`src/hw/rtl/piecewise_cubic_knot_spline_unit_defines.svh`:
```
// assertion macros shared by the spline unit
`ifndef PIECEWISE_CUBIC_KNOT_SPLINE_UNIT_DEFINES_SVH
`define PIECEWISE_CUBIC_KNOT_SPLINE_UNIT_DEFINES_SVH

// same-cycle implication, checked out of reset
`define PCKS_ASSERT_IMPL(label, clk, rst_n, ante, cons) \
    label: assert property (@(posedge clk) disable iff (!(rst_n)) (ante) |-> (cons)) \
        else $error("pcks: same-cycle check failed");

// next-cycle implication, checked out of reset
`define PCKS_ASSERT_NEXT(label, clk, rst_n, ante, cons) \
    label: assert property (@(posedge clk) disable iff (!(rst_n)) (ante) |=> (cons)) \
        else $error("pcks: next-cycle check failed");

`endif

```
`src/hw/rtl/pcks_pkg.sv`:
```
// ----------------------------------------------------------------------------
// pcks_pkg
// Shared types and constants of the piecewise cubic knot spline unit.
// ----------------------------------------------------------------------------
package pcks_pkg;

    localparam int DATA_W = 32;
    localparam int IDX_W  = 6;
    localparam int CFG_W  = 7;
    // queue address field sized for the largest supported table
    localparam int ADDR_W = 10;
    // coefficient and horner accumulator width, 27 * 2^31 bounds every value
    localparam int ACC_W  = 37;

    localparam logic CMD_LOAD = 1'b0;
    localparam logic CMD_EVAL = 1'b1;

    localparam logic [CFG_W-1:0] KNOT_COUNT_RESET = 7'd4;
    localparam logic [CFG_W-1:0] MIN_KNOTS        = 7'd4;
    localparam logic [CFG_W-1:0] SPAN_OFFSET      = 7'd3;

    typedef enum logic [1:0] {
        OP_LOAD,
        OP_EVAL,
        OP_LAST,
        OP_ERR
    } t_op;

    typedef struct packed {
        t_op                op;
        logic [ADDR_W-1:0]  addr;   // load slot, window base or last knot
        logic [DATA_W-1:0]  data;   // knot value or fraction
    } t_entry;

endpackage

```
`src/hw/rtl/pcks_fifo.sv`:
```
// ----------------------------------------------------------------------------
// pcks_fifo
// Two-entry queue between the front and back ends.
// ----------------------------------------------------------------------------
module pcks_fifo (
    input  logic              i_clk,
    input  logic              i_rst_n,
    input  logic              i_push_valid,
    output logic              o_push_ready,
    input  pcks_pkg::t_entry  i_push_data,
    output logic              o_pop_valid,
    input  logic              i_pop_ready,
    output pcks_pkg::t_entry  o_pop_data
);

    localparam int DEPTH = 2;
    localparam int PTR_W = 1;
    localparam int CNT_W = 2;

    pcks_pkg::t_entry    r_slot [DEPTH];
    logic [PTR_W-1:0]    r_wr_ptr;
    logic [PTR_W-1:0]    r_rd_ptr;
    logic [CNT_W-1:0]    r_count;

    logic push;
    logic pop;

    assign o_push_ready = r_count != CNT_W'(DEPTH);
    assign o_pop_valid  = r_count != '0;
    assign o_pop_data   = r_slot[r_rd_ptr];
    assign push         = i_push_valid && o_push_ready;
    assign pop          = o_pop_valid && i_pop_ready;

    always_ff @(posedge i_clk) begin
        if (!i_rst_n) begin
            r_wr_ptr <= '0;
            r_rd_ptr <= '0;
            r_count  <= '0;
        end else begin
            if (push) begin
                r_slot[r_wr_ptr] <= i_push_data;
                r_wr_ptr         <= r_wr_ptr + 1'b1;
            end
            if (pop) begin
                r_rd_ptr <= r_rd_ptr + 1'b1;
            end
            case ({push, pop})
                2'b10:   r_count <= r_count + 1'b1;
                2'b01:   r_count <= r_count - 1'b1;
                default: r_count <= r_count;
            endcase
        end
    end

endmodule

```
`config.mk`:
```
export PLATFORM = sky130hd
export DESIGN_NAME = pcks_fifo
export DESIGN_NICKNAME = d
export VERILOG_FILES = /design/src/hw/rtl/piecewise_cubic_knot_spline_unit_defines.svh /design/src/hw/rtl/pcks_pkg.sv /design/src/hw/rtl/pcks_fifo.sv
export SDC_FILE = /design/constraint.sdc
export NUM_CORES = 1
export LEC_CHECK = 0
export BUFFER_PORTS_ARGS = -buffer_cell sky130_fd_sc_hd__buf_2
export CAP_MARGIN = 20
export CORE_MARGIN = 2
export CORE_UTILIZATION = 46
export CTS_CLUSTER_SIZE = 12
export DETAILED_ROUTE_END_ITERATION = 12
export PLACE_DENSITY = 0.71
export SETUP_SLACK_MARGIN = 0.05
export SLEW_MARGIN = 20
export SYNTH_ARGS = -nofsm -noshare
export SYNTH_HDL_FRONTEND = slang
export SYNTH_SLANG_ARGS = --single-unit
export TNS_END_PERCENT = 50
```
`constraint.sdc`:
```
create_clock -name i_clk -period 4.6 [get_ports i_clk]
set_clock_uncertainty 0.15 [all_clocks]
set_input_delay 0.92 -clock i_clk [delete_from_list [all_inputs] [get_ports i_clk]]
set_output_delay 0.92 -clock i_clk [all_outputs]
set_load 0.05 [all_outputs]
```
==> flow_summary_export.csv <==
group,metric,value,unit
logic_synthesis,synth.avg_cell_area,20.9,µm²
floorplan,die-area,8110,µm²
drt,vias_per_cell,4.73,
sta,grt_setup_unrepaired,"false",
worst_setup_path,worstPathMaxFanout,44,
placement,numPortBuffers,93,
cts,tritoncts,"yes",
finish,antennaDiodeCount,0,
drt,ant_nets,0,
finish,multi_input_area,644,µm²
sta,finalSetupViolCount,0,
logic_synthesis,synth_compound_area_frac,0.00955,
drt,via_count,1737,
placement,post-place-ws,1.78,ns
hold_path,hp-class,"reg -> reg",
sta,fin_hold_ws,0.382,ns
outcome,status,"complete, no violations",
drt,drc,0,
finish,nNetsFinal,312,
worst_setup_path,crit_path_cell_trace,"mux2_2 > buf_2",
sta,post-route-min-period,3.09,ns
cts,clkLatencyLatePin,0.33,ns
worst_setup_path,cpPeakStageDelay,1.00,ns
grt,antenna_found_initial,0,
worst_setup_path,startpoint_type,"flop",
logic_synthesis,ys_seq_area_frac,0.805,
drt,drt_pre_antenna_iters,4,
logic_synthesis,synthSimpleGateAreaFrac,0.0187,
logic_synthesis,synth.net_count,212,
worst_setup_path,cp.buffers_inverters,1,
cts,clk_path_buf_depth,2,
grt,grt_pass1_wl,9220,µm
power_and_ir_drop,power_density,583,nW/µm²
worst_setup_path,setup.worst_path.end_class,"output pin",
power_and_ir_drop,leakagePower,0.00154,µW
sta,finalHoldViolCount,0,
floorplan,fp-row-count,31,
cts,holdBufCountCts,0,
cts,clock_sinks,93,
logic_synthesis,netlist_instances,163,
logic_synthesis,ys_types,17,
drt,drt_iter0_markers,68,
sta,clock.fmax,323,MHz
sta,fin_setup_tns,0,ns
sta,slew_headroom,0.279,
grt,grt_pass1_vias,1891,
cts,cts_setup_buffers,0,
worst_setup_path,path_class,"reg -> out",
logic_synthesis,synth_xor_area_frac,0.00771,
logic_synthesis,netlist_area,3410,µm²
drt,wirelength,5800,µm
logic_synthesis,synth_top_family_by_area,"multiplexers",
finish,fill_cells,600,
floorplan,fp.dieW,90.0,µm
cts,clk_pin_slew,0.08,ns
drt,wire_per_inst,15.8,µm
logic_synthesis,ys_warn_count,0,
job,cap_violations,0,
sta,tightest_slew,1.08,ns
logic_synthesis,ys_seq_elements,93,
cts,cts_resized,0,
grt,grt_max_degree,45,
worst_setup_path,arrival,2.02,ns
worst_setup_path,path_delay_family,"flip-flops",
sta,layout_setup_ws,1.51,ns
worst_setup_path,slowest_stage,"dfxtp_2",
finish,drive_gt1_frac,0.582,
grt,overflow,0,
placement,dpl_cell_area,4000,µm²
sta,slew_violations,0,
placement,gp_congestion,0.727,
floorplan,coreArea,7210,µm²
worst_setup_path,cp_data_required_time,3.53,ns
finish,finish.instance_area,4200,µm²
finish,seq_area,2740,µm²
logic_synthesis,yosys-mux-area-fraction,0.145,
cts,cts_max_level,3,
floorplan,ios,94,
finish,syn2layout_area_growth,23.2,%
cts,cts_buffers,9,
sta,period_share,0.672,
cts,root_buffer,"clkbuf_8",
grt,grt_util_all_layers,0.149,
logic_synthesis,synth_fa_ha_area_frac,0.00367,
floorplan,start_util,0.472,
floorplan,die_h,90.0,µm
placement,post-dp-hpwl,3810,µm
power_and_ir_drop,irDropWorstVdd,0.432,mV
## metrics by stage
step / std cells / total power, µW / utilization
3_3_place_gp: 351 / 1940 / 0.555
2_1_floorplan: 163 / 1770 / -
6_report: 367 / 2450 / 0.582
3_5_place_dp: 351 / 1960 / 0.555
4_1_cts: 367 / 2480 / 0.582
5_1_grt: 367 / 2550 / 0.582
## per-layer routing
layer,part of all wire,global-route usage,vias to the layer above
met5,0,0,-
met1,0.40,0.169,854
li1,-,-,833
met4,0.012,0.0744,0
met3,0.047,0.0427,6
met2,0.54,0.259,44
## cell type report
class / count / share of cell area
Clock buffer: 10 / 0.0304
Clock inverter: 6 / 0.0152
Inverter: 2 / 0.00179
Multi-Input combinational cell: 63 / 0.154
Sequential cell: 93 / 0.654
Tap cell: 99 / 0.0295
Timing Repair Buffer: 94 / 0.116
## registers in the layout, summed over array words and instances, names as in the netlist, named ones only
| name | cells |
|---|---|
| r_slot | 88 |
| r_count | 2 |
| r_rd_ptr | 1 |
| r_wr_ptr | 1 |
## Yosys cell counts (all sizes together)
cell type | n | area, µm²
mux2 | 44 | 495
xnor2 | 3 | 26.3
ha | 1 | 12.5
a21boi | 2 | 15.0
and2 | 1 | 6.26
edfxtp | 88 | 2640
inv | 2 | 7.51
o21ai | 2 | 10.0
or3 | 2 | 12.5
o21a | 1 | 7.51
dfxtp | 5 | 100
nor2b | 3 | 18.8
buf | 5 | 25.0
or2 | 1 | 6.26
nor3b | 1 | 7.51
nand2 | 1 | 3.75
and4 | 1 | 8.76
## report_power, final
part,leakage [µW],switching (µW),internal (µW)
clock network,0.0000939,269,251
registers,0.000849,82.5,1010
logic,0.000593,570,262
## cells by family after synthesis
family / Yosys count
compound gates: 5
simple gates: 10
buf+inv: 7
flops: 93
mux: 44
fa+ha+maj: 1
xor+xnor: 3
## path summary, 6_finish.rpt
| path | slack (ns) | start | end | cells after the start |
|---|---|---|---|---|
| max | 1.51 | flop | o_pop_data[5] | 2 |
| min | 0.38 | r_count[1] | r_count[1] | 2 |
| max reg2reg | 2.20 | r_count[0] | r_slot[0][7] | 5 |
| min reg2reg | 0.38 | r_count[1] | r_count[1] | 2 |
## cell usage in the layout, fill, tap and decap left out, drive strengths merged
cell type,netlist,final
nor2b,3,3
a21boi,2,2
and4,1,1
dfxtp,5,5
nand2,1,1
buf,5,94
edfxtp,88,88
o21a,1,1
ha,1,1
clkinvlp,0,1
or3,2,2
bufinv,0,1
nor3b,1,1
and2,1,1
mux2,44,44
clkinv,0,4
or2,1,1
xnor2,3,3
clkbuf,0,10
o21ai,2,2
inv,2,2
## worst min-delay path, delay by kind of cell, from the launching register on
| kind | cells | cell delay (ns) |
|---|---|---|
| AOI/OAI and AO/OA | 2 | 0.15 |
| DFF | 1 | 0.34 |
Power figures use the tool's default switching activity.
