## config.mk

```make
export PLATFORM = sky130hd
export DESIGN_NAME = pcks_back_flat
export DESIGN_NICKNAME = d
export VERILOG_FILES = /design/src/hw/rtl/pcks_pkg.sv /design/src/hw/rtl/pcks_out_if.sv /design/src/hw/rtl/pcks_back.sv /design/src/flat_wrapper.sv
export VERILOG_INCLUDE_DIRS = /design/src /design/src/hw/rtl
export SDC_FILE = /design/constraint.sdc
export NUM_CORES = 2
export LEC_CHECK = 0
export ABC_AREA = 1
export ABC_CLOCK_PERIOD_IN_PS = 13100
export BUFFER_PORTS_ARGS = -buffer_cell sky130_fd_sc_hd__buf_2
export CAP_MARGIN = 20
export CORE_MARGIN = 3
export CORE_UTILIZATION = 29
export CTS_CLUSTER_SIZE = 30
export DETAILED_ROUTE_END_ITERATION = 12
export GPL_TIMING_DRIVEN = 0
export PLACE_DENSITY = 0.47
export SLEW_MARGIN = 0
export SYNTH_ARGS = -nofsm -noshare
export SYNTH_HDL_FRONTEND = slang
export SYNTH_SLANG_ARGS = --single-unit
```

## constraint.sdc

```tcl
create_clock -name i_clk -period 13.1 [get_ports i_clk]
set_input_delay 2.62 -clock i_clk [delete_from_list [all_inputs] [get_ports i_clk]]
set_output_delay 2.62 -clock i_clk [all_outputs]
set_load 0.02 [all_outputs]
```

## src/hw/rtl/piecewise_cubic_knot_spline_unit_defines.svh

```systemverilog
// assertion macros shared by the spline unit
`ifndef PIECEWISE_CUBIC_KNOT_SPLINE_UNIT_DEFINES_SVH
`define PIECEWISE_CUBIC_KNOT_SPLINE_UNIT_DEFINES_SVH

// same-cycle implication, checked out of reset
`define PCKS_ASSERT_IMPL(label, clk, rst_n, ante, cons) \
    label: assert property (@(posedge clk) disable iff (!(rst_n)) (ante) |-> (cons)) \
        else $error("pcks: same-cycle check failed");

// next-cycle implication, checked out of reset
`define PCKS_ASSERT_NEXT(label, clk, rst_n, ante, cons) \
    label: assert property (@(posedge clk) disable iff (!(rst_n)) (ante) |=> (cons)) \
        else $error("pcks: next-cycle check failed");

`endif

```

## src/hw/rtl/pcks_pkg.sv

```systemverilog
// ----------------------------------------------------------------------------
// pcks_pkg
// Shared types and constants of the piecewise cubic knot spline unit.
// ----------------------------------------------------------------------------
package pcks_pkg;

    localparam int DATA_W = 32;
    localparam int IDX_W  = 6;
    localparam int CFG_W  = 7;
    // queue address field sized for the largest supported table
    localparam int ADDR_W = 10;
    // coefficient and horner accumulator width, 27 * 2^31 bounds every value
    localparam int ACC_W  = 37;

    localparam logic CMD_LOAD = 1'b0;
    localparam logic CMD_EVAL = 1'b1;

    localparam logic [CFG_W-1:0] KNOT_COUNT_RESET = 7'd4;
    localparam logic [CFG_W-1:0] MIN_KNOTS        = 7'd4;
    localparam logic [CFG_W-1:0] SPAN_OFFSET      = 7'd3;

    typedef enum logic [1:0] {
        OP_LOAD,
        OP_EVAL,
        OP_LAST,
        OP_ERR
    } t_op;

    typedef struct packed {
        t_op                op;
        logic [ADDR_W-1:0]  addr;   // load slot, window base or last knot
        logic [DATA_W-1:0]  data;   // knot value or fraction
    } t_entry;

endpackage

```

## src/hw/rtl/pcks_out_if.sv

```systemverilog
// ----------------------------------------------------------------------------
// pcks_out_if
// Output channel: evaluated spline value and status with valid/ready.
// ----------------------------------------------------------------------------
interface pcks_out_if;

    logic                                valid;
    logic                                ready;
    logic signed [pcks_pkg::DATA_W-1:0]  spline_value;
    logic                                status;

    modport source (
        output valid, spline_value, status,
        input  ready
    );

    modport sink (
        input  valid, spline_value, status,
        output ready
    );

endinterface

```

## src/hw/rtl/pcks_back.sv

```systemverilog
// ----------------------------------------------------------------------------
// pcks_back
// Knot memory and evaluation sequencer: four window reads, coefficient
// setup, three horner steps on one multiplier, saturation, result register.
// ----------------------------------------------------------------------------
`include "piecewise_cubic_knot_spline_unit_defines.svh"

module pcks_back #(
    parameter int MAX_KNOTS = 64,
    parameter int FRAC_BITS = 16
) (
    input  logic              i_clk,
    input  logic              i_rst_n,
    input  logic              i_pop_valid,
    output logic              o_pop_ready,
    input  pcks_pkg::t_entry  i_pop_data,
    pcks_out_if.source        o_out
);

    localparam int AW    = $clog2(MAX_KNOTS);
    localparam int DW    = pcks_pkg::DATA_W;
    localparam int ACC_W = pcks_pkg::ACC_W;
    localparam int PW    = ACC_W + FRAC_BITS + 1;

    typedef enum logic [2:0] {
        S_IDLE,
        S_LAST,
        S_READ,
        S_COEF,
        S_MUL,
        S_ADD
    } t_state;

    localparam logic [1:0] LAST_READ = 2'd3;
    localparam logic [1:0] LAST_STEP = 2'd2;

    logic [DW-1:0]              r_mem [MAX_KNOTS];
    logic signed [DW-1:0]       r_rd_data;

    t_state                     r_state;
    logic [1:0]                 r_cnt;
    logic [1:0]                 r_step;
    logic [AW-1:0]              r_base;
    logic [FRAC_BITS-1:0]       r_frac;
    logic signed [DW-1:0]       r_k0;
    logic signed [DW-1:0]       r_k1;
    logic signed [DW-1:0]       r_k2;
    logic signed [ACC_W-1:0]    r_acc;
    logic signed [ACC_W-1:0]    r_c2;
    logic signed [ACC_W-1:0]    r_c1;
    logic signed [ACC_W-1:0]    r_c0;
    logic signed [PW-1:0]       r_prod;
    logic                       r_out_valid;
    logic signed [DW-1:0]       r_out_value;
    logic                       r_out_status;

    logic                       out_free;
    logic                       out_load;
    logic                       pop;
    logic                       mem_we;
    logic                       mem_re;
    logic [AW-1:0]              rd_addr;
    logic signed [ACC_W-1:0]    k0;
    logic signed [ACC_W-1:0]    k1;
    logic signed [ACC_W-1:0]    k2;
    logic signed [ACC_W-1:0]    k3;
    logic signed [ACC_W-1:0]    d_a;
    logic signed [ACC_W-1:0]    d_b;
    logic signed [ACC_W-1:0]    d_c;
    logic signed [ACC_W-1:0]    c3;
    logic signed [ACC_W-1:0]    c2;
    logic signed [ACC_W-1:0]    c1;
    logic signed [ACC_W-1:0]    coef;
    logic signed [ACC_W-1:0]    acc_next;
    logic [ACC_W-DW:0]          acc_top;
    logic signed [DW-1:0]       acc_sat;

    assign out_free    = !r_out_valid || o_out.ready;
    assign o_pop_ready = (r_state == S_IDLE) &&
                         ((i_pop_data.op != pcks_pkg::OP_ERR) || out_free);
    assign pop         = i_pop_valid && o_pop_ready;
    assign mem_we      = pop && (i_pop_data.op == pcks_pkg::OP_LOAD);

    // a new result goes into the output register this cycle
    assign out_load    = (pop && (i_pop_data.op == pcks_pkg::OP_ERR)) ||
                         ((r_state == S_LAST) && out_free) ||
                         ((r_state == S_ADD) && (r_step == LAST_STEP) && out_free);

    always_comb begin
        case (r_state)
            S_IDLE: begin
                rd_addr = i_pop_data.addr[AW-1:0];
                mem_re  = pop && ((i_pop_data.op == pcks_pkg::OP_EVAL) ||
                                  (i_pop_data.op == pcks_pkg::OP_LAST));
            end
            S_READ: begin
                rd_addr = r_base + AW'(r_cnt);
                mem_re  = 1'b1;
            end
            default: begin
                rd_addr = r_base;
                mem_re  = 1'b0;
            end
        endcase
    end

    always_ff @(posedge i_clk) begin
        if (mem_we) begin
            r_mem[i_pop_data.addr[AW-1:0]] <= i_pop_data.data;
        end
        if (mem_re) begin
            r_rd_data <= r_mem[rd_addr];
        end
    end

    // power-basis coefficients of the bezier window, k3 straight from the read port
    always_comb begin
        k0  = ACC_W'(r_k0);
        k1  = ACC_W'(r_k1);
        k2  = ACC_W'(r_k2);
        k3  = ACC_W'(r_rd_data);
        d_a = k1 - k2;
        d_b = k0 - (k1 <<< 1) + k2;
        d_c = k1 - k0;
        c3  = (k3 - k0) + (d_a <<< 1) + d_a;
        c2  = (d_b <<< 1) + d_b;
        c1  = (d_c <<< 1) + d_c;
    end

    // floor of product / 2^frac after the half offset rounds ties upward
    always_comb begin
        case (r_step)
            2'd0:    coef = r_c2;
            2'd1:    coef = r_c1;
            default: coef = r_c0;
        endcase
        acc_next = $signed(r_prod[FRAC_BITS +: ACC_W]) + coef;
        acc_top  = acc_next[ACC_W-1:DW-1];
        if ((acc_top == '0) || (acc_top == '1)) begin
            acc_sat = acc_next[DW-1:0];
        end else if (acc_next[ACC_W-1]) begin
            acc_sat = {1'b1, {(DW-1){1'b0}}};
        end else begin
            acc_sat = {1'b0, {(DW-1){1'b1}}};
        end
    end

    always_ff @(posedge i_clk) begin
        if (!i_rst_n) begin
            r_state     <= S_IDLE;
            r_out_valid <= 1'b0;
        end else begin
            if (r_out_valid && o_out.ready && !out_load) begin
                r_out_valid <= 1'b0;
            end
            case (r_state)
                S_IDLE: begin
                    if (pop) begin
                        case (i_pop_data.op)
                            pcks_pkg::OP_ERR: begin
                                r_out_valid  <= 1'b1;
                                r_out_value  <= '0;
                                r_out_status <= 1'b1;
                            end
                            pcks_pkg::OP_LAST: begin
                                r_state <= S_LAST;
                            end
                            pcks_pkg::OP_EVAL: begin
                                r_base  <= i_pop_data.addr[AW-1:0];
                                r_frac  <= i_pop_data.data[FRAC_BITS-1:0];
                                r_cnt   <= 2'd1;
                                r_state <= S_READ;
                            end
                            default: begin
                                r_state <= S_IDLE;
                            end
                        endcase
                    end
                end
                S_LAST: begin
                    if (out_free) begin
                        r_out_valid  <= 1'b1;
                        r_out_value  <= r_rd_data;
                        r_out_status <= 1'b0;
                        r_state      <= S_IDLE;
                    end
                end
                S_READ: begin
                    // data of the previous address lands this cycle
                    case (r_cnt)
                        2'd1:    r_k0 <= r_rd_data;
                        2'd2:    r_k1 <= r_rd_data;
                        default: r_k2 <= r_rd_data;
                    endcase
                    if (r_cnt == LAST_READ) begin
                        r_state <= S_COEF;
                    end else begin
                        r_cnt <= r_cnt + 2'd1;
                    end
                end
                S_COEF: begin
                    r_acc   <= c3;
                    r_c2    <= c2;
                    r_c1    <= c1;
                    r_c0    <= k0;
                    r_step  <= 2'd0;
                    r_state <= S_MUL;
                end
                S_MUL: begin
                    r_prod  <= (r_acc * $signed({1'b0, r_frac})) +
                               $signed(PW'(1) <<< (FRAC_BITS - 1));
                    r_state <= S_ADD;
                end
                S_ADD: begin
                    if (r_step == LAST_STEP) begin
                        if (out_free) begin
                            r_out_valid  <= 1'b1;
                            r_out_value  <= acc_sat;
                            r_out_status <= 1'b0;
                            r_state      <= S_IDLE;
                        end
                    end else begin
                        r_acc   <= acc_next;
                        r_step  <= r_step + 2'd1;
                        r_state <= S_MUL;
                    end
                end
                default: begin
                    r_state <= S_IDLE;
                end
            endcase
        end
    end

    assign o_out.valid        = r_out_valid;
    assign o_out.spline_value = r_out_value;
    assign o_out.status       = r_out_status;

    `PCKS_ASSERT_IMPL(a_err_gives_zero, i_clk, i_rst_n, r_out_valid && r_out_status, r_out_value == '0)
    `PCKS_ASSERT_NEXT(a_coef_then_mul, i_clk, i_rst_n, r_state == S_COEF, r_state == S_MUL)
    `PCKS_ASSERT_NEXT(a_mul_then_add, i_clk, i_rst_n, r_state == S_MUL, r_state == S_ADD)
    `PCKS_ASSERT_IMPL(a_step_bound, i_clk, i_rst_n, r_state == S_MUL || r_state == S_ADD, r_step != 2'd3)

endmodule

```

## src/flat_wrapper.sv

```systemverilog
// flat-port wrapper written by rule: the top's interface ports become plain ports
module pcks_back_flat 
#(
    parameter int MAX_KNOTS = 64,
    parameter int FRAC_BITS = 16
)
  (i_clk, i_rst_n, i_pop_valid, o_pop_ready, i_pop_data, o_out_valid, o_out_spline_value, o_out_status, o_out_ready);
  pcks_out_if o_out_i ();
  input  logic i_clk;
  input  logic i_rst_n;
  input  logic i_pop_valid;
  output logic o_pop_ready;
  input  pcks_pkg::t_entry i_pop_data;
  output wire logic [$bits(o_out_i.valid)-1:0] o_out_valid;
  output wire logic [$bits(o_out_i.spline_value)-1:0] o_out_spline_value;
  output wire logic [$bits(o_out_i.status)-1:0] o_out_status;
  input wire logic [$bits(o_out_i.ready)-1:0] o_out_ready;
  assign o_out_valid = o_out_i.valid;
  assign o_out_spline_value = o_out_i.spline_value;
  assign o_out_status = o_out_i.status;
  assign o_out_i.ready = o_out_ready;
  pcks_back #(.MAX_KNOTS(MAX_KNOTS), .FRAC_BITS(FRAC_BITS)) u_core (.i_clk(i_clk), .i_rst_n(i_rst_n), .i_pop_valid(i_pop_valid), .o_pop_ready(o_pop_ready), .i_pop_data(i_pop_data), .o_out(o_out_i));
endmodule
```

==> results.md <==
* Chip height at slightly below 700 um
* Slew Limit Fails at 0
* Kind of critical path: reg2reg
* Setup Buffers After CTS at 0
* Status: finished clean
* Post-route DRC at 0
* Htree depth at 5
* Sequential-to-total area share from yosys stat at 53.6%
* FP Rows at between 200 and 300
* Final Setup Violations at 0
* Fmax at 127 MHz
* Buffer depth of the longest clock path at 4
* Largest net degree at the start of global routing at 66
* Setup WS pre-CTS at 5330 ps
* Final Cycle Share at between 60% and 70%
* Hold buffer count at CTS at 0
* ANT nets after route at 0
* Post-synth EDFFs at ~2400
* DIE AREA at 475000 um2
* Clock Skew at 102 ps
* Final Hold Fails at 0
* Core ar. at 464000 um2
* Slowest cell on the critical path: clkbuf_1
* Critical path fanouts, max at 10
* Routed wire length at 492000 um
* Lkg Pwr at approximately 63 nW
* TritonCTS Buffers at 268
* Clock slew at reported path FFs at 60 ps
* P&R area growth vs syn at 14.6%
* Setup TNS at 0 ps
* Post-route insts no fill at 19900
* First-pass GRT wire length at 695000 um
* Clk_lat worst skew at 880 ps
* Commonest cells in the netlist: 2579 x nand2_1, 2508 x inv_1, 2413 x edfxtp_1, 1172 x nand3_1, 1045 x o211ai_1
* Drt pass-1 iters at 6
* Worst path cell trace: clkbuf_1, buf_8, clkbuf_1, nand2_1, fa_1, inv_1, fa_1, inv_1, fa_1, inv_1, fa_1, fa_1, fa_1, ha_1, nand2_1, nor2_1, nand2_1, o21ai_0, a21oi_1, o21ai_0, xor2_1
* Nature of the critical path endpoint: flop
* Post-CTS sizing at 0
* Layout cells sized above 1 at 6.85%
* Via-to-Cell Ratio at 4.86
* Initial antenna violation count at 47
* Crit path launch type: flop
* Drt initial violations at 9831
* CP max stage delay at 840 ps
* Drt wl/cell at 24.7 um
* PD cells at 146 nW/um2
* Fin worst setup slack at 5210 ps
* Most frequent CP cell: fa_1
* Total number of vias at 96900
* Final hold slack at 443 ps
* Worst min path class: reg2reg
* Synth Cell Area at ~140000 um2
* VDD IR max at 115 uV
* Actual slew at the worst max-slew pin at 1230 ps
* Initial Util at 29.2%
* Placed cells at 19400
* Number of synthesized register bits at about 2400
* WP data arrival at 8400 ps
* Cell with the most instances after synthesis: nand2_1
* Fillers at 47600
* Vias in the first global route at 94100
* Post-synth top area share at between 50 and 60%
* Crit path time final at 7890 ps
* HPWL after DPL at around 380000 um
* IO Count at just over 80
* WP data required at approximately 14000 ps
* Clock Sinks at 2417
* Fraction of registers with async set/reset at 0%
* Prevailing post-synth register cell: edfxtp_1
* Area contributors post-synth: edfxtp_1 54%, fa_1 9.2%, nand2_1 7.2%
* Nets at 14600
* Unrepaired setup endpoints after global routing: false
* Width of the die at between 600 and 700 um
* Final instance area at 155000 um2
* Syn nets at 14200
* GRT overflow at 0
* Post-layout util at 33.4%
* Syn_area_per_cell at 10.4 um2
* I/O Buffers at 78
* Global Route Usage Sum at 20.4%
* YS warnings at 0
* Unique cell type count in the Yosys netlist at 47
* CTS root buffer: clkbuf_16
* Max transition margin at a little under a fifth
* Pwr Total at between 20 and 25 mW
* RePlAce Congestion at between 0.9 and 1
* Post-Place Cell Area at 147000 um2
* Cell count after synthesis at between 10000 and 15000
* Max Cap Violations at 0
* Synth area leader: edfxtp_1
* TritonCTS clock tree: built
[area by class of cell]
class,instances,area (um2),area share [%]
diodes,15,37.5,0.0242
plain buffers,609,2650,1.71
clock buffers,332,7050,4.55
clock inverters,131,1270,0.819
inverters,2513,9430,6.08
multi-input cells,7516,51200,33.0
flip-flops and latches,2417,72500,46.8
well taps,6174,7720,4.98
repair buffers,208,3140,2.03
[metal layers]
metal	part of all wire, %	up-vias	track usage [%]	wire length (um)
met3	6.8	591	3.30	33500
met5	0.011	-	0	55
met1	44	48300	27.8	215000
met4	3.3	10	6.08	16200
li1	-	44800	-	-
met2	46	3154	33.2	228000
[kinds of logic (layout without fill, tap and decap cells)]
group / after synthesis / count (layout) / synth area share [%]
adders and majority gates: 1059 / 1059 / 13.3
DFF: 2417 / 2417 / 53.6
muxes: 3 / 3 / 0.0222
and+or+nand+nor: 4304 / 4304 / 13.2
AOI/OAI and AO/OA: 1877 / 1877 / 9.18
other: 0 / 15 / 0
xor gates and xnor gates: 273 / 273 / 1.77
buffers and inverters: 3122 / 3793 / 8.92
[path summary, 6_finish.rpt]
path / depth (start not counted) / endpoint / slack (ps) / startpoint
hold / removal: 0 / u_core.r_c0[30] / 440 / u_core.r_k0[30]
setup / recovery: 21 / u_core.r_prod[49] / 5210 / u_core.r_frac[10]
setup reg to reg: 21 / u_core.r_prod[49] / 5210 / u_core.r_frac[10]
hold reg to reg: 0 / u_core.r_c0[30] / 440 / u_core.r_k0[30]
[flip-flops by register name, summed over array words and instances (netlist names)]
register                   count
u_core.o_out.spline_value     32
u_core.r_k2                   32
u_core.r_acc                  37
u_core.r_frac                 16
u_core.r_k1                   32
u_core.r_cnt                   2
u_core.o_out.status            1
u_core.r_k0                   32
u_core.r_state                 3
u_core.r_prod                 37
u_core.o_out.valid             1
u_core.r_base                  6
u_core.r_c1                   35
u_core.r_c0                   32
u_core.r_c2                   37
u_core.r_step                  2
u_core.r_mem                2048
u_core.r_rd_data              32
[worst max-delay path: cells and delay by family, from the launching register on]
kind / cells / cell delay, ps
DFF: 1 / 310
xor gates and xnor gates: 1 / 130
AOI/OAI and AO/OA: 3 / 1340
adders and majority gates: 7 / 3480
and+or+nand+nor: 4 / 560
buffers and inverters: 6 / 1750
[where the power goes]
part	switching [mW]	internal [mW]	leakage (nW)
Combinational	4.48	1.91	37.3
Sequential	0.0741	8.74	21.8
Clock	3.21	4.23	4.04
[cells in the final DEF, fill, tap and decap left out, drive strengths merged, types with 15 or more instances in the layout]
cell type     n
o21bai       21
inv        2523
a21o         29
edfxtp     2413
diode        15
xnor2       101
a31oi        44
a21oi       415
ha          434
fa          625
bufinv       20
o211ai     1046
nand2      2580
buf         546
o21ai       243
or2          18
clkbuf      603
nand3      1172
o21a         31
clkinv       94
xor2        172
nor3         45
nand4        25
nor2        425
nor4         24
No activity file was read; power rests on OpenSTA's default activity.
