**src/hw/rtl/piecewise_cubic_knot_spline_unit_defines.svh**
```systemverilog
// assertion macros shared by the spline unit
`ifndef PIECEWISE_CUBIC_KNOT_SPLINE_UNIT_DEFINES_SVH
`define PIECEWISE_CUBIC_KNOT_SPLINE_UNIT_DEFINES_SVH

// same-cycle implication, checked out of reset
`define PCKS_ASSERT_IMPL(label, clk, rst_n, ante, cons) \
    label: assert property (@(posedge clk) disable iff (!(rst_n)) (ante) |-> (cons)) \
        else $error("pcks: same-cycle check failed");

// next-cycle implication, checked out of reset
`define PCKS_ASSERT_NEXT(label, clk, rst_n, ante, cons) \
    label: assert property (@(posedge clk) disable iff (!(rst_n)) (ante) |=> (cons)) \
        else $error("pcks: next-cycle check failed");

`endif

```
**src/hw/rtl/pcks_pkg.sv**
```systemverilog
// ----------------------------------------------------------------------------
// pcks_pkg
// Shared types and constants of the piecewise cubic knot spline unit.
// ----------------------------------------------------------------------------
package pcks_pkg;

    localparam int DATA_W = 32;
    localparam int IDX_W  = 6;
    localparam int CFG_W  = 7;
    // queue address field sized for the largest supported table
    localparam int ADDR_W = 10;
    // coefficient and horner accumulator width, 27 * 2^31 bounds every value
    localparam int ACC_W  = 37;

    localparam logic CMD_LOAD = 1'b0;
    localparam logic CMD_EVAL = 1'b1;

    localparam logic [CFG_W-1:0] KNOT_COUNT_RESET = 7'd4;
    localparam logic [CFG_W-1:0] MIN_KNOTS        = 7'd4;
    localparam logic [CFG_W-1:0] SPAN_OFFSET      = 7'd3;

    typedef enum logic [1:0] {
        OP_LOAD,
        OP_EVAL,
        OP_LAST,
        OP_ERR
    } t_op;

    typedef struct packed {
        t_op                op;
        logic [ADDR_W-1:0]  addr;   // load slot, window base or last knot
        logic [DATA_W-1:0]  data;   // knot value or fraction
    } t_entry;

endpackage

```
**src/hw/rtl/pcks_in_if.sv**
```systemverilog
// ----------------------------------------------------------------------------
// pcks_in_if
// Input channel: load and evaluate commands with valid/ready handshake.
// ----------------------------------------------------------------------------
interface pcks_in_if;

    logic                                valid;
    logic                                ready;
    logic                                command;
    logic [pcks_pkg::IDX_W-1:0]          knot_index;
    logic signed [pcks_pkg::DATA_W-1:0]  knot_value;
    logic signed [pcks_pkg::DATA_W-1:0]  position;

    modport source (
        output valid, command, knot_index, knot_value, position,
        input  ready
    );

    modport sink (
        input  valid, command, knot_index, knot_value, position,
        output ready
    );

endinterface

```
**src/hw/rtl/pcks_front.sv**
```systemverilog
// ----------------------------------------------------------------------------
// pcks_front
// Accepts items, holds knot_count, clamps and scales the position and
// classifies each item into a queue entry for the back end.
// ----------------------------------------------------------------------------
module pcks_front #(
    parameter int MAX_KNOTS = 64,
    parameter int FRAC_BITS = 16
) (
    input  logic                           i_clk,
    input  logic                           i_rst_n,
    input  logic                           i_cfg_we,
    input  logic [pcks_pkg::CFG_W-1:0]     i_cfg_data,
    pcks_in_if.sink                        i_in,
    output logic                           o_push_valid,
    input  logic                           i_push_ready,
    output pcks_pkg::t_entry               o_push_data
);

    localparam int PW = FRAC_BITS + 1;
    localparam int TW = FRAC_BITS + 1 + pcks_pkg::CFG_W;
    localparam int SW = TW - FRAC_BITS;
    localparam logic [pcks_pkg::DATA_W-1:0] ONE_FX = pcks_pkg::DATA_W'(1) << FRAC_BITS;

    logic [pcks_pkg::CFG_W-1:0] r_knot_count;

    logic [pcks_pkg::CFG_W-1:0] knots_used;
    logic [pcks_pkg::CFG_W-1:0] spans;
    logic [PW-1:0]              pos_clamped;
    logic [TW-1:0]              scaled;
    logic [SW-1:0]              span_idx;
    logic                       too_few;
    logic                       at_end;
    logic                       load_in_range;
    pcks_pkg::t_entry           entry;

    always_ff @(posedge i_clk) begin
        if (!i_rst_n) begin
            r_knot_count <= pcks_pkg::KNOT_COUNT_RESET;
        end else if (i_cfg_we) begin
            r_knot_count <= i_cfg_data;
        end
    end

    always_comb begin
        knots_used = r_knot_count;
        if (32'(r_knot_count) > MAX_KNOTS) begin
            knots_used = pcks_pkg::CFG_W'(MAX_KNOTS);
        end
        too_few = knots_used < pcks_pkg::MIN_KNOTS;
        spans   = knots_used - pcks_pkg::SPAN_OFFSET;

        if (i_in.position[pcks_pkg::DATA_W-1]) begin
            pos_clamped = '0;
        end else if ($unsigned(i_in.position) > ONE_FX) begin
            pos_clamped = PW'(ONE_FX);
        end else begin
            pos_clamped = PW'($unsigned(i_in.position));
        end

        scaled   = TW'(pos_clamped) * TW'(spans);
        span_idx = scaled[TW-1:FRAC_BITS];
        at_end   = span_idx >= SW'(spans);

        entry.op   = pcks_pkg::OP_LOAD;
        entry.addr = pcks_pkg::ADDR_W'(i_in.knot_index);
        entry.data = i_in.knot_value;
        if (i_in.command == pcks_pkg::CMD_EVAL) begin
            if (too_few) begin
                entry.op = pcks_pkg::OP_ERR;
            end else if (at_end) begin
                // top end returns the last knot in use as is
                entry.op   = pcks_pkg::OP_LAST;
                entry.addr = pcks_pkg::ADDR_W'(knots_used - 7'd1);
            end else begin
                entry.op   = pcks_pkg::OP_EVAL;
                entry.addr = pcks_pkg::ADDR_W'(span_idx);
                entry.data = pcks_pkg::DATA_W'(scaled[FRAC_BITS-1:0]);
            end
        end

        load_in_range = 32'(i_in.knot_index) < MAX_KNOTS;
    end

    // loads past the table are taken and dropped
    assign o_push_valid = i_in.valid &&
                          ((i_in.command == pcks_pkg::CMD_EVAL) || load_in_range);
    assign o_push_data  = entry;
    assign i_in.ready   = i_push_ready;

endmodule

```
**src/flat_wrapper.sv**
```systemverilog
// flat-port wrapper written by rule: the top's interface ports become plain ports
module pcks_front_flat 
#(
    parameter int MAX_KNOTS = 64,
    parameter int FRAC_BITS = 16
)
  (i_clk, i_rst_n, i_cfg_we, i_cfg_data, o_push_valid, i_push_ready, o_push_data, i_in_valid, i_in_command, i_in_knot_index, i_in_knot_value, i_in_position, i_in_ready);
  pcks_in_if i_in_i ();
  input  logic i_clk;
  input  logic i_rst_n;
  input  logic i_cfg_we;
  input  logic [pcks_pkg::CFG_W-1:0] i_cfg_data;
  output logic o_push_valid;
  input  logic i_push_ready;
  output pcks_pkg::t_entry o_push_data;
  input wire logic [$bits(i_in_i.valid)-1:0] i_in_valid;
  input wire logic [$bits(i_in_i.command)-1:0] i_in_command;
  input wire logic [$bits(i_in_i.knot_index)-1:0] i_in_knot_index;
  input wire logic [$bits(i_in_i.knot_value)-1:0] i_in_knot_value;
  input wire logic [$bits(i_in_i.position)-1:0] i_in_position;
  output wire logic [$bits(i_in_i.ready)-1:0] i_in_ready;
  assign i_in_i.valid = i_in_valid;
  assign i_in_i.command = i_in_command;
  assign i_in_i.knot_index = i_in_knot_index;
  assign i_in_i.knot_value = i_in_knot_value;
  assign i_in_i.position = i_in_position;
  assign i_in_ready = i_in_i.ready;
  pcks_front #(.MAX_KNOTS(MAX_KNOTS), .FRAC_BITS(FRAC_BITS)) u_core (.i_clk(i_clk), .i_rst_n(i_rst_n), .i_cfg_we(i_cfg_we), .i_cfg_data(i_cfg_data), .i_in(i_in_i), .o_push_valid(o_push_valid), .i_push_ready(i_push_ready), .o_push_data(o_push_data));
endmodule
```
**config.mk**
```make
export PLATFORM = sky130hd
export DESIGN_NAME = pcks_front_flat
export DESIGN_NICKNAME = d
export VERILOG_FILES = /design/src/hw/rtl/piecewise_cubic_knot_spline_unit_defines.svh /design/src/hw/rtl/pcks_pkg.sv /design/src/hw/rtl/pcks_in_if.sv /design/src/hw/rtl/pcks_front.sv /design/src/flat_wrapper.sv
export SDC_FILE = /design/constraint.sdc
export NUM_CORES = 1
export LEC_CHECK = 0
export BUFFER_PORTS_ARGS = -buffer_cell sky130_fd_sc_hd__buf_4
export CAP_MARGIN = 20
export CORE_MARGIN = 5
export CORE_UTILIZATION = 43
export DETAILED_ROUTE_END_ITERATION = 8
export HOLD_SLACK_MARGIN = 0.05
export PLACE_DENSITY_LB_ADDON = 0.05
export SLEW_MARGIN = 20
export SYNTH_ARGS = -nofsm -noshare
export SYNTH_HDL_FRONTEND = slang
export SYNTH_SLANG_ARGS = --single-unit
```
**constraint.sdc**
```tcl
create_clock -name i_clk -period 8.9 [get_ports i_clk]
set_input_delay 1.335 -clock i_clk [delete_from_list [all_inputs] [get_ports i_clk]]
set_output_delay 1.335 -clock i_clk [all_outputs]
set_load 0.02 [all_outputs]
```
==> flow_summary.yaml, run 1 <==
logic_synthesis:
  synth-async-reset-ratio_pct: 0
  synth-seq-area-share_pct: 2.823
  synth.distinct_cells: 58
  synth-seq-cells: 7
  synth_edf_count: 0
  synth_area_leader_cell: "fa_1"
  synth_cells: 634
  yosysWarnings: 0
  yosys-top-cells-area: "fa_1 30%, ha_1 13%, nor2_1 6.9%, inv_1 6.6%, nand2_1 3.7%"
  synthesis.area_sq_um: 4965
  avgSynthCellArea_sq_um: 7.831
  synthFlopType: "dfxtp_1"
  synth_top_area_share_pct: 29.84
finish:
  top_regs: "u_core.r_knot_count: 7 flops"
  final_cells: 1036
  largest-register: "u_core.r_knot_count"
  largest_register_ffs: 7
  final_util_pct: 75.78
  area_delta_synth_final_pct: 73.54
  antenna_cells: 0
  nets: 1102
  drive_above_1_share_pct: 50.39
route:
  drt_wl_total_um: 17760
  vias: 5516
  dr.first_iter.drc_count: 179
  drt-pass1-iter-count: 4
  wire_per_inst_um: 17.14
  viasPerCell: 5.324
  ant_nets: 0
  drc: 0
global_route:
  overflow: 0
  use_met2_pct: 45.40
  grt-busiest-layer: "met2"
  antenna_found_initial: 0
  grt_pass1_vias: 6067
  track_usage_pct: 24.97
  grt_pass1_wl_um: 29260
  grt_use_met1_pct: 30.99
  use_met3_pct: 3.604
  grt_max_degree: 19
placed_design:
  post-dp-hpwl_um: 13990
  io_buffer_count: 121
  place.gp.congestion: 0.9123
  dpl.cell_count: 994
clock_network:
  cts_sinks: 7
  cts_tree: "done"
  worstSkewPairLatency_ps: 230
  htree_levels: 1
  cts-root-buf: "clkbuf_16"
  clkTransAtPathRegs_ps: 40
  cts_buffers: 3
  cts_max_path_buffers: 2
sta:
  worst_pin_slew_ps: 673.5
  final.period_utilization_pct: 109.1
  timing.final.ws_setup_ps: -808.5
  finalCriticalPeriod_ps: 9709
  fin_worst_skew_ps: 0
  finalHoldViolCount: 0
  timing.fmax_ghz: 0.1030
  rsz0062_at_grt: "yes"
  setup_viol: 41
  finalHoldWorstSlack_ps: 567.3
  slew_viol_final: 0
  slew_headroom_pct: 55.05
outcome:
  failed_checks: "setup timing"
  status: "finished with violations"
pwr:
  p_seq_share_pct: 6.6
  power-per-cell-area_nw_per_um2: 62.68
  ir_drop_v: 0.0001559
  swShare_pct: 42.21
  p_clk_share_pct: 13.9
  switchingPower_mw: 0.2280
  p_int_mw: 0.3121
  leakage_nw: 4.264
  power_frac_comb_pct: 79.6
run:
  maxCapViolCount: 0
floorplan:
  io_pins: 129
  core_sq_um: 11370
  die_y_um: 117.5
  die_x_um: 117.5
  die_area_sq_um: 13790
  initial_core_util_pct: 43.67
  num_rows: 39
setup_path:
  worst_setup_path_end_kind: "output pin"
  start_kind: "input pin"
  r2r_cells: 3
  required_ps: 7570
  max_stage_delay_ps: 580
  arrival_ps: 8370
  crit_fanout: 8
  path_class: "in -> out"
  crit_slowest_cell: "fa_1"
  crit_path_frequent_cell: "fa_1"
min_path:
  hold_class: "reg -> reg"
  whs_path_depth: 2
[Yosys cell counts, types with 6 or more instances]
library cell / instances
nor3_1: 8
xor2_1: 6
inv_1: 87
or2_2: 6
mux2_2: 10
ha_1: 51
nor4_1: 10
nor2b_1: 29
a21oi_1: 28
o21ai_0: 11
nor2_1: 91
nand3_1: 26
fa_1: 74
nand2b_1: 12
dfxtp_1: 7
xnor2_1: 14
mux2i_1: 8
nand2_1: 49
a211oi_1: 6
a21o_1: 12
and3_1: 7
clkbuf_1: 15
[worst max-delay path: cells and delay by family]
| kind | cells | cell delay (ps) |
|---|---|---|
| mux | 2 | 490 |
| simple gates | 7 | 1030 |
| buf+inv | 9 | 1100 |
| xor+xnor | 1 | 190 |
| fa+ha+maj | 6 | 2550 |
| compound gates | 8 | 1670 |
[final timing paths]
path                           from                     end  slack [ps]
max               i_in_position[18]          o_push_data[5]        -810
min          u_core.r_knot_count[4]  u_core.r_knot_count[4]         570
max reg2reg  u_core.r_knot_count[3]  u_core.r_knot_count[3]        8120
min reg2reg  u_core.r_knot_count[4]  u_core.r_knot_count[4]         570
[per-layer routing]
layer | vias to the layer above | part of all wire, %
li1 | 2606 | -
met1 | 2727 | 41
met2 | 153 | 53
met3 | 30 | 4.4
met4 | 0 | 2.0
met5 | - | 0
[cell families (layout without fill, tap and decap cells)]
logic type / Yosys count / in the layout / synth area share [%]
buffers and inverters: 113 / 370 / 9.425
AO/OA/AOI/OAI: 93 / 93 / 12.32
XOR/XNOR: 20 / 20 / 3.528
flip-flops: 7 / 7 / 2.822
multiplexers: 21 / 21 / 4.662
adder cells (fa/ha/maj): 125 / 125 / 42.69
other: 1 / 3 / 0.07553
AND/OR/NAND/NOR: 254 / 254 / 24.47
[power groups by stage]
stage	Clock, mW	Combinational (mW)	Sequential [mW]
3_3_place_gp	0	0.319	0.0358
6_report	0.0749	0.430	0.0355
4_1_cts	0.0760	0.388	0.0355
2_1_floorplan	0	0.178	0.0359
3_5_place_dp	0	0.322	0.0359
5_1_grt	0.0778	0.455	0.0357
[cells in the final DEF (no fill, tap or decap), types with 9 or more instances in the layout]
| cell type | Yosys | routed |
|---|---|---|
| ha_1 | 51 | 39 |
| nor2_1 | 91 | 46 |
| nor2_4 | 0 | 17 |
| buf_6 | 3 | 38 |
| ha_4 | 0 | 11 |
| a21oi_1 | 28 | 18 |
| nand3_1 | 26 | 20 |
| nor2b_1 | 29 | 26 |
| nand2_8 | 0 | 9 |
| mux2_4 | 0 | 10 |
| inv_1 | 87 | 81 |
| nand2_1 | 49 | 33 |
| xnor2_1 | 14 | 13 |
| fa_1 | 74 | 73 |
| a21o_1 | 12 | 12 |
| nor2_2 | 0 | 28 |
| buf_4 | 5 | 226 |
[repair_timing]
item                                   CTS  global route
endpoints found under the hold margin    0             0
setup endpoints to repair               41            41
hold buffers                             0             0
pin swaps                               23            62
resized for setup                       88            81
cloned                                   3             2
buffers inserted                        24            14
[area by class of cell]
type / instances / area, sq um
Sequential cell: 7 / 140.1
Fill cell: 801 / 2754
Multi-Input combinational cell: 516 / 5445
Clock inverter: 1 / 5.005
Tap cell: 143 / 178.9
Clock buffer: 3 / 75.07
Inverter: 87 / 326.6
Timing Repair Buffer: 279 / 2445
[per-stage QoR]
stage | instance area (sq um) | setup TNS [ps] | power, mW | setup WS [ps]
6_report | 8616 | -28790 | 0.5401 | -808.5
5_1_grt | 8616 | -40220 | 0.5687 | -1083
4_1_cts | 8128 | -24480 | 0.4990 | -698.8
3_5_place_dp | 7395 | -38700 | 0.3577 | -1123
3_3_place_gp | 7395 | -36550 | 0.3547 | -1096
2_1_floorplan | 5555 | 0 | 0.2138 | 6.708
Note: power is estimated with default switching activity, not from simulation.
==> run 2, diff against run 1 <==
clock period = 9.4 ns   (was 8.9 ns; I/O delays follow)
==> flow_summary.yaml, run 2 (synthesized netlist as in run 1, its figures left out) <==
sta:
  rsz0062_at_grt: "yes"
  worst_pin_slew_ps: 890.1
  fin_tns_setup_ps: -19690
  fin_worst_skew_ps: 0
  timing.final.ws_setup_ps: -548.7
  finalHoldWorstSlack_ps: 549.2
  final.period_utilization_pct: 105.8
  finalCriticalPeriod_ps: 9949
  finalHoldViolCount: 0
  setup_viol: 41
  timing.fmax_ghz: 0.1005
  slew_viol_final: 0
  slew_headroom_pct: 40.59
setup_path:
  critPathBufInv: 8
  required_ps: 7990
  arrival_ps: 8540
  crit_slowest_cell: "fa_1"
  worst_setup_path_end_kind: "output pin"
  crit_family: "adder cells"
  start_kind: "input pin"
  crit_fanout: 14
  path_class: "in -> out"
  max_stage_delay_ps: 540
  crit_path_frequent_cell: "fa_1"
global_route:
  grt_max_degree: 16
  antenna_found_initial: 0
  overflow: 0
  grt_pass1_wl_um: 27830
  track_usage_pct: 24.27
  grt_pass1_vias: 5618
finish:
  seq_area_sq_um: 140.1
  drive_above_1_share_pct: 47.35
  multiInputGateArea_sq_um: 5285
  nets: 1077
  area_delta_synth_final_pct: 64.49
  largest_register_ffs: 7
  top_regs: "u_core.r_knot_count: 7 flops"
  antenna_cells: 0
  largest-register: "u_core.r_knot_count"
  final.fill_count: 844
  layout_common_cells: "215 x buf_4, 81 x inv_1, 71 x fa_1, 51 x nor2_1, 37 x ha_1"
  final_common_cell: "buf_4"
run:
  maxCapViolCount: 0
route:
  drt_wl_total_um: 17660
  viasPerCell: 5.306
  vias: 5364
  drc: 0
  dr.first_iter.drc_count: 322
  drt-pass1-iter-count: 5
  wire_per_inst_um: 17.47
  ant_nets: 0
clock_network:
  cts_tree: "done"
  cts_sinks: 7
  htree_levels: 1
  cts_max_path_buffers: 2
  worstSkewPairLatency_ps: 230
  clkTransAtPathRegs_ps: 40
  cts_buffers: 3
  cts-root-buf: "clkbuf_16"
  hold_buffers: 0
min_path:
  hold_class: "reg -> reg"
floorplan:
  num_rows: 39
  core_sq_um: 11370
  initial_core_util_pct: 43.67
  die_y_um: 117.5
  die_area_sq_um: 13790
  io_pins: 129
  die_x_um: 117.5
pwr:
  ir_drop_v: 0.0001053
  leakage_nw: 4.084
  power-per-cell-area_nw_per_um2: 57.82
outcome:
  status: "finished with violations"
  failed_checks: "setup timing"
placed_design:
  io_buffer_count: 121
  post-dp-hpwl_um: 13750
  place.gp.congestion: 0.8969
run 2: layout make-up:
class / instances / area share, %
multi-input cells: 516 / 64.72
clock buffers: 4 / 0.9652
repair buffers: 254 / 26.41
well taps: 143 / 2.191
flip-flops and latches: 7 / 1.716
inverters: 87 / 3.999
run 2: path summary, 6_finish.rpt:
path | depth (start not counted) | slack, ps | endpoint | startpoint
setup / recovery | 31 | -550 | o_push_data[7] | i_in_position[0]
hold / removal | 2 | 550 | u_core.r_knot_count[4] | u_core.r_knot_count[4]
setup reg to reg | 3 | 8560 | u_core.r_knot_count[6] | u_core.r_knot_count[6]
hold reg to reg | 2 | 550 | u_core.r_knot_count[4] | u_core.r_knot_count[4]
run 2: worst register-to-register path: cells and delay by family (launching register included):
kind / cells / cell delay (ps)
buf+inv: 1 / 180
flops: 1 / 340
mux: 1 / 140
simple gates: 1 / 60
run 2: repair_timing:
item / in CTS / in global routing
pin swaps: 35 / 36
setup endpoints to repair: 41 / 41
gates cloned: 2 / 1
gates resized for setup: 141 / 77
setup buffers: 14 / 11
run 2: stage by stage:
stage               utilization [%]  cells  instance area (sq um)  power (mW)  setup WS (ps)
floorplan                         -    636                   5069      0.1864         -75.72
global placement              60.57    983                   6887      0.3200         -933.1
detailed placement            60.57    983                   6887      0.3226          -1088
CTS                           68.09   1002                   7741      0.4372         -355.2
global route                  71.83   1011                   8167      0.4965         -714.2
finish                        71.83   1011                   8167      0.4722         -548.7
run 2: layer usage:
layer / GRT usage, % / routed length (um) / vias to the layer above
met5: 0 / 0 / -
met4: 7.025 / 518 / 0
met3: 4.085 / 1166 / 39
met2: 40.45 / 8640 / 182
met1: 32.41 / 7335 / 2586
li1: - / - / 2557
run 2: report_power, final:
part           internal (mW)  switching [mW]  leakage, nW
Sequential            0.0317         0.00292       0.0579
Clock                 0.0564          0.0153       0.0382
Combinational          0.181           0.185         3.99
==> run 3, diff against run 2 <==
CORE_ASPECT_RATIO = 0.6   (was unset)
==> flow_summary.yaml, run 3 (synthesized netlist as in run 1, its figures left out) <==
setup_path:
  max_stage_delay_ps: 550
  start_kind: "input pin"
  startpoint: "i_in_position[26]"
  r2r-start: "u_core.r_knot_count[3]"
  worst_setup_path_end_kind: "output pin"
  crit_fanout: 7
  arrival_ps: 8560
  path_class: "in -> out"
  crit_slowest_cell: "fa_1"
  worstReg2RegEnd: "u_core.r_knot_count[3]"
  r2r_cells: 3
  r2r_slack_ps: 8650
  crit_path_frequent_cell: "fa_1"
  required_ps: 7990
  endpoint: "o_push_data[5]"
finish:
  layout_common_cells: "211 x buf_4, 79 x inv_1, 72 x fa_1, 43 x nor2_1, 42 x buf_6"
  largest-register: "u_core.r_knot_count"
  area_delta_synth_final_pct: 74.82
  final.fill_count: 784
  final_cells: 1042
  multiInputGateArea_sq_um: 5572
  antenna_cells: 0
  top_regs: "u_core.r_knot_count: 7 flops"
  nets: 1091
  seq_area_sq_um: 140.1
  drive_above_1_share_pct: 51.47
  largest_register_ffs: 7
  final_common_cell: "buf_4"
sta:
  finalHoldViolCount: 0
  slew_headroom_pct: 43.15
  final.period_utilization_pct: 106.0
  fin_worst_skew_ps: 0
  timing.fmax_ghz: 0.1003
  timing.final.ws_setup_ps: -565.9
  slew_viol_final: 0
  finalCriticalPeriod_ps: 9966
  finalHoldWorstSlack_ps: 551.5
  setup_viol: 41
  rsz0062_at_grt: "yes"
  worst_pin_slew_ps: 851.8
pwr:
  leakage_nw: 4.298
  power-per-cell-area_nw_per_um2: 59.99
  ir_drop_v: 0.00005154
global_route:
  grt_pass1_vias: 5595
  overflow: 0
  grt_pass1_wl_um: 29430
  grt_max_degree: 19
  track_usage_pct: 26.59
  antenna_found_initial: 1
floorplan:
  io_pins: 129
  die_y_um: 93.23
  core_sq_um: 11300
  die_x_um: 148.7
  initial_core_util_pct: 43.94
  die_area_sq_um: 13870
  num_rows: 30
route:
  top_layer: "met4"
  ant_nets: 0
  vias: 5569
  dr_wl_met3_um: 1271
  drc: 0
  viasPerCell: 5.345
  drt-pass1-iter-count: 4
  dr.first_iter.drc_count: 273
  wl_met2_um: 8807
  wire_per_inst_um: 18.31
  drt_wl_total_um: 19080
  drt-met1-wl_um: 8783
clock_network:
  cts_tree: "done"
  worstSkewPairLatency_ps: 230
  cts_buffers: 3
  cts_sinks: 7
  clkTransAtPathRegs_ps: 40
  cts-root-buf: "clkbuf_16"
  cts_max_path_buffers: 2
  htree_levels: 1
outcome:
  failed_checks: "setup timing"
  status: "finished with violations"
run:
  maxCapViolCount: 0
placed_design:
  dpl.cell_count: 1002
  io_buffer_count: 121
  place.gp.congestion: 0.9347
  post-dp-hpwl_um: 14240
min_path:
  hold_class: "reg -> reg"
## run 3: changes by cell type in the layout (fill, tap and decap cells not counted), moves of 7 or more
cell	before	now
nor2_1	51	43
mux2_4	3	10
nor2b_4	1	10
buf_6	26	42
nor2b_1	26	18
nor2_4	17	25
## run 3: how the worst min path moves through the flow
stage	to	slack, ps	from	depth (start not counted)
final	u_core.r_knot_count[4]	550	u_core.r_knot_count[4]	2
after detailed placement	u_core.r_knot_count[4]	550	u_core.r_knot_count[4]	2
after global placement	u_core.r_knot_count[4]	540	u_core.r_knot_count[4]	2
after CTS	u_core.r_knot_count[4]	550	u_core.r_knot_count[4]	2
after global routing	u_core.r_knot_count[4]	600	u_core.r_knot_count[4]	2
after floorplan	u_core.r_knot_count[4]	510	u_core.r_knot_count[4]	2
## run 3: routing by layer
layer,track usage [%],up-vias
met5,0,-
met4,3.689,0
met3,2.857,21
met2,42.50,223
met1,39.77,2743
li1,-,2582
## run 3: metrics by stage
step | instance area [sq um] | total power, mW | setup slack, ps | utilization, % | setup TNS (ps)
final | 8680 | 0.5207 | -565.9 | 76.82 | -19380
after global routing | 8680 | 0.5444 | -756.9 | 76.82 | -27630
after CTS | 8053 | 0.4798 | -418.5 | 71.27 | -11680
after detailed placement | 6910 | 0.3251 | -1030 | 61.16 | -35900
after global placement | 6910 | 0.3215 | -858.6 | 61.16 | -28120
after floorplan | 5069 | 0.1864 | -75.72 | - | -485.5
## run 3: timing repair
item	CTS	global route
setup endpoints to repair	41	41
hold buffers	0	0
cloned	4	0
pin swaps	53	74
setup buffers	21	15
gates resized for setup	178	118
## run 3: final cells by class
type / count / share of cell area, %
flip-flops and latches: 7 / 1.615
clock buffers: 4 / 0.9082
inverters: 87 / 3.762
multi-input cells: 516 / 64.19
well taps: 160 / 2.306
repair buffers: 268 / 27.22
## run 3: power by group
part	switching [mW]	total, mW	internal (mW)
Sequential	0.00222	0.0339	0.0317
Clock	0.0169	0.0734	0.0565
Combinational	0.205	0.413	0.208
## run 3: worst max-delay path, delay by kind of cell
kind | cells | cell delay [ps]
adders and majority gates | 6 | 2390
AOI/OAI and AO/OA | 8 | 1630
muxes | 2 | 680
buffers and inverters | 9 | 1200
and+or+nand+nor | 7 | 1200
